$ cat config.mk
export PLATFORM = sky130hd
export DESIGN_NAME = ersd_mul
export DESIGN_NICKNAME = d
export VERILOG_FILES = /design/src/rtl/ersd_pkg.sv /design/src/rtl/ersd_mul.sv
export SDC_FILE = /design/constraint.sdc
export NUM_CORES = 2
export LEC_CHECK = 0
export BUFFER_PORTS_ARGS = -buffer_cell sky130_fd_sc_hd__buf_2
export CORE_MARGIN = 2
export CORE_UTILIZATION = 40
export CTS_CLUSTER_DIAMETER = 50
export CTS_CLUSTER_SIZE = 20
export DETAILED_ROUTE_END_ITERATION = 10
export PLACE_DENSITY = 0.65
export SETUP_SLACK_MARGIN = 0.15
export SKIP_LAST_GASP = 1
export SLEW_MARGIN = 20
export SYNTH_ARGS = -nofsm -noshare
export SYNTH_HDL_FRONTEND = slang
export SYNTH_SLANG_ARGS = --single-unit
$ cat constraint.sdc
create_clock -name clk -period 7.1 [get_ports clk]
set_input_delay 1.065 -clock clk [delete_from_list [all_inputs] [get_ports clk]]
set_output_delay 1.065 -clock clk [all_outputs]
set_load 0.03 [all_outputs]
$ cat src/rtl/ersd_pkg.sv
package ersd_pkg;

  // Partial-product digit width of the pipelined multipliers
  localparam int CHUNK = 16;

  // Default coordinate width (fixed point, shared by inputs and distance)
  localparam int COORD_WIDTH_DEF = 24;

  typedef logic [1:0] status_t;

  // Result status codes
  localparam status_t ST_OK     = 2'd0;
  localparam status_t ST_DEGEN  = 2'd1;
  localparam status_t ST_CENTRE = 2'd2;

  // Side information that rides along with the distance search
  typedef struct packed {
    logic    neg;
    status_t status;
  } flag_t;

endpackage

$ cat src/rtl/ersd_mul.sv
module ersd_mul #(
  parameter int AW = 25,
  parameter int BW = 24
) (
  input  logic                    clk,
  input  logic                    en,
  input  logic signed [AW-1:0]    a,
  input  logic signed [BW-1:0]    b,
  output logic signed [AW+BW-1:0] p
);
  import ersd_pkg::*;

  // One CHUNK-bit digit of b per stage, lowest first; top digit is signed
  localparam int NCH  = (BW + CHUNK - 1) / CHUNK;
  localparam int BPW  = NCH * CHUNK;
  localparam int ACCW = AW + BPW + 1;

  logic signed [AW-1:0]   a_r   [NCH];
  logic signed [BPW-1:0]  b_r   [NCH];
  logic signed [ACCW-1:0] acc_r [NCH];
  logic signed [BPW-1:0]  bx;

  assign bx = BPW'(b);

  for (genvar k = 0; k < NCH; k++) begin : g_st
    logic signed [AW-1:0]    a_in;
    logic signed [BPW-1:0]   b_in;
    logic signed [ACCW-1:0]  acc_in;
    logic signed [CHUNK:0]   dig;
    logic signed [AW+CHUNK:0] pp;

    if (k == 0) begin : g_first
      assign a_in   = a;
      assign b_in   = bx;
      assign acc_in = '0;
    end else begin : g_next
      assign a_in   = a_r[k-1];
      assign b_in   = b_r[k-1];
      assign acc_in = acc_r[k-1];
    end

    if (k == NCH - 1) begin : g_top
      assign dig = {b_in[BPW-1], b_in[CHUNK*k +: CHUNK]};
    end else begin : g_low
      assign dig = {1'b0, b_in[CHUNK*k +: CHUNK]};
    end

    // Partial product, shifted into place and accumulated
    assign pp = a_in * dig;

    always_ff @(posedge clk) begin
      if (en) begin
        a_r[k]   <= a_in;
        b_r[k]   <= b_in;
        acc_r[k] <= acc_in + (ACCW'(pp) <<< (CHUNK * k));
      end
    end
  end

  assign p = acc_r[NCH-1][AW+BW-1:0];

endmodule

==> impl_metrics.yaml <==
place:
  dp_hpwl_mm: 65.2
  post_place_worst_slack_ns: -0.550
  gp_congestion: 0.910
  port_buffers: 99
floorplanning:
  rows: 101
  io_pins: 100
  die_area_um2: 79000
  core_area_um2: 75900
  die_w_um: 281
  die_span_y_um: 281
  floorplan.initialDensity_pct: 40.5
routing:
  drtIter0Drc: 1057
  detail_route.wirelength_mm: 74.8
  route.detailed.wl_per_inst_um: 16.1
  detail-route-antenna-nets: 0
  remaining_drc_errors: 0
  detailroute.via_count: 21800
  firstDrtPassIters: 5
  vias_per_cell: 4.70
synth:
  synth.largest_area_cell: "sky130_fd_sc_hd__fa_1"
  synth.cell_area_um2: 30700
  avgSynthCellArea_um2: 9.62
  most_instantiated_flip_flop_cell_in_the_synthesis_netlist: "sky130_fd_sc_hd__edfxtp_1"
  post_synth_main_area_contributors: "sky130_fd_sc_hd__fa_1 44%, sky130_fd_sc_hd__edfxtp_1 12%, sky130_fd_sc_hd__inv_1 10%"
  async_reset_ff_share_pct: 0
  syn_inst: 3193
  ys_top_cells_by_count: "847 x sky130_fd_sc_hd__inv_1, 681 x sky130_fd_sc_hd__fa_1, 368 x sky130_fd_sc_hd__nand2_1, 261 x sky130_fd_sc_hd__and2_1, 230 x sky130_fd_sc_hd__ha_1"
  synth_seq_cells: 124
  syn_nets: 4155
  synth-edff-count: 124
  post-synth-top-count-cell: "sky130_fd_sc_hd__inv_1"
  yosys.cell_types.count: 65
  synth_seq_area_share_pct: 12.1
  yosys_warnings: 0
  netlist.area_leader.share_pct: 44.4
setup_path:
  cell_family_contributing_the_most_delay_on_the_critical_path: "adder cells"
  crit_path_end_kind: "register"
  critical_path.max_fanout: 7
  worst_setup_path_start_kind: "register"
  cp_slowest_stage_delay_ns: 0.54
  critical-path-top-cell-by-count: "sky130_fd_sc_hd__fa_1"
  worst_ep_arrival_time_ns: 7.52
  worst-setup-path-type: "reg -> reg"
  cp_slowest_cell: "sky130_fd_sc_hd__fa_1"
  critical_path_buf_inv_count: 11
  timing.critical_path.required_ns: 7.40
cells_and_area:
  fillers: 6981
  final_net_count: 4568
  layout.core_utilization_pct: 48.1
  num_antenna_cells: 0
  flow.area_growth_from_synthesis_pct: 18.9
  post_route_cells_drive_above_1_share_pct: 19.3
sta:
  fin_ws_ns: -0.127
  worst_clock_skew_ns: 0.0153
  final_max_slew_viol_count: 0
  final-hold-violation-count: 0
  unrepaired_setup_endpoints_after_global_routing: "true"
  timing.slew.headroom_pct: 42.8
  finalSetupViolations: 6
  fmaxAchievable_ghz: 0.138
  timing_worst_slew_pin_value_ns: 0.857
  period_share_pct: 102
  finalWorstPathRequiredPeriod_ns: 7.23
hold_path:
  hold_path.class: "reg -> reg"
grt:
  grt_max_degree: 66
  grt-ovfl-total: 0
  initial_antenna_violation_count: 1
  total_global_routing_track_utilization_pct: 19.5
  via_count_of_the_first_global_routing_pass: 23400
  grt_first_pass_wirelength_mm: 121
status:
  run_status: "complete, but fails checks"
  violated_checks: "negative setup slack"
clocking:
  clock-root-buffer: "sky130_fd_sc_hd__clkbuf_16"
  cts.reportedPaths.clkPinSlew_ns: 0.07
  cts.htree.levels: 4
  worst_skew_pair_latency_ns: 0.45
  max-clock-path-buffers: 2
  cts_sinks: 124
  total_clock_buffers_created_by_cts: 17
  tritoncts_clock_tree: "yes"
job:
  cap_violations: 0
[placed cells by master, fill, tap and decap left out, types with 12 or more instances in the layout]
cell and count:
sky130_fd_sc_hd__o21ai_0 26, sky130_fd_sc_hd__clkbuf_16 17, sky130_fd_sc_hd__fa_1 666, sky130_fd_sc_hd__nand2_1 365, sky130_fd_sc_hd__nand2b_1 17, sky130_fd_sc_hd__xor2_1 27, sky130_fd_sc_hd__and2_4 14, sky130_fd_sc_hd__a21oi_1 58
sky130_fd_sc_hd__nand3_1 12, sky130_fd_sc_hd__xnor2_1 80, sky130_fd_sc_hd__inv_1 841, sky130_fd_sc_hd__o21a_1 26, sky130_fd_sc_hd__buf_2 75, sky130_fd_sc_hd__a21o_1 43, sky130_fd_sc_hd__edfxtp_1 124, sky130_fd_sc_hd__buf_4 427
sky130_fd_sc_hd__and2_1 246, sky130_fd_sc_hd__buf_6 20, sky130_fd_sc_hd__nor2_1 71, sky130_fd_sc_hd__fa_2 15, sky130_fd_sc_hd__ha_1 220, sky130_fd_sc_hd__a21oi_2 24
[through the flow]
step | area, um^2 | hold slack, ns | setup TNS [ns] | cells
after detailed placement | 35000 | 0.405 | -4.79 | 4576
after floorplan | 30900 | 0.400 | -0.309 | 3193
after global routing | 36500 | 0.417 | -3.76 | 4649
final | 36500 | 0.415 | -0.502 | 4649
after global placement | 35000 | 0.401 | -3.18 | 4576
after CTS | 35800 | 0.417 | -0.966 | 4621
[cell type report]
cell class,instances,area [um^2],area share [%]
repair buffers,538,4030,11.0
multi-input cells,2078,23700,64.8
inverters,847,3180,8.72
well taps,1030,1290,3.53
clock inverters,15,195,0.534
flip-flops and latches,124,3720,10.2
clock buffers,17,425,1.16
[worst register-to-register path, delay by kind of cell (launching register included)]
| kind | cells | cell delay [ns] |
|---|---|---|
| buffers and inverters | 11 | 1.19 |
| and+or+nand+nor | 8 | 0.95 |
| xor gates and xnor gates | 1 | 0.15 |
| DFF | 1 | 0.42 |
| adders and majority gates | 8 | 3.50 |
| AOI/OAI and AO/OA | 6 | 0.90 |
[flip-flops by register name (all words and copies together), names as in the netlist]
register  flops
a_r          25
acc_r        91
b_r           8
[repair_timing]
item | 4_1_cts | 5_1_grt
setup endpoints to repair | 13 | 22
pin swaps | 27 | 63
setup buffers | 13 | 26
gates resized for setup | 39 | 147
hold buffers | 0 | 0
gates cloned | 0 | 2
[kinds of logic after synthesis]
kind of cell	synth area share (%)
XOR/XNOR	3.31
AO/OA/AOI/OAI	5.67
buffers and inverters	12.7
multiplexers	0.0326
flip-flops	12.1
AND/OR/NAND/NOR	12.4
adder cells (fa/ha/maj)	53.7
[final timing paths]
kind | startpoint | to | slack, ns | cells after the start
worst max register to register | b_r[0][20]$_DFFE_PP_ | acc_r[0][97]$_DFFE_PP_ | -0.13 | 34
worst min-delay path | acc_r[0][11]$_DFFE_PP_ | acc_r[0][69]$_DFFE_PP_ | 0.42 | 0
worst max-delay path | b_r[0][20]$_DFFE_PP_ | acc_r[0][97]$_DFFE_PP_ | -0.13 | 34
worst min register to register | acc_r[0][11]$_DFFE_PP_ | acc_r[0][69]$_DFFE_PP_ | 0.42 | 0
[per-layer routing]
layer  up-vias  part of all wire, %  GRT usage [%]
met5         -                    0              0
met4         0                  2.3           5.09
met3       101                  3.9           1.75
met2       459                   49           33.5
met1     11000                   45           26.6
li1      10200                    -              -
Power is left out: the tool's default activity adds up to more than one toggle a clock period on the data nets, which glitch-free logic cannot reach.
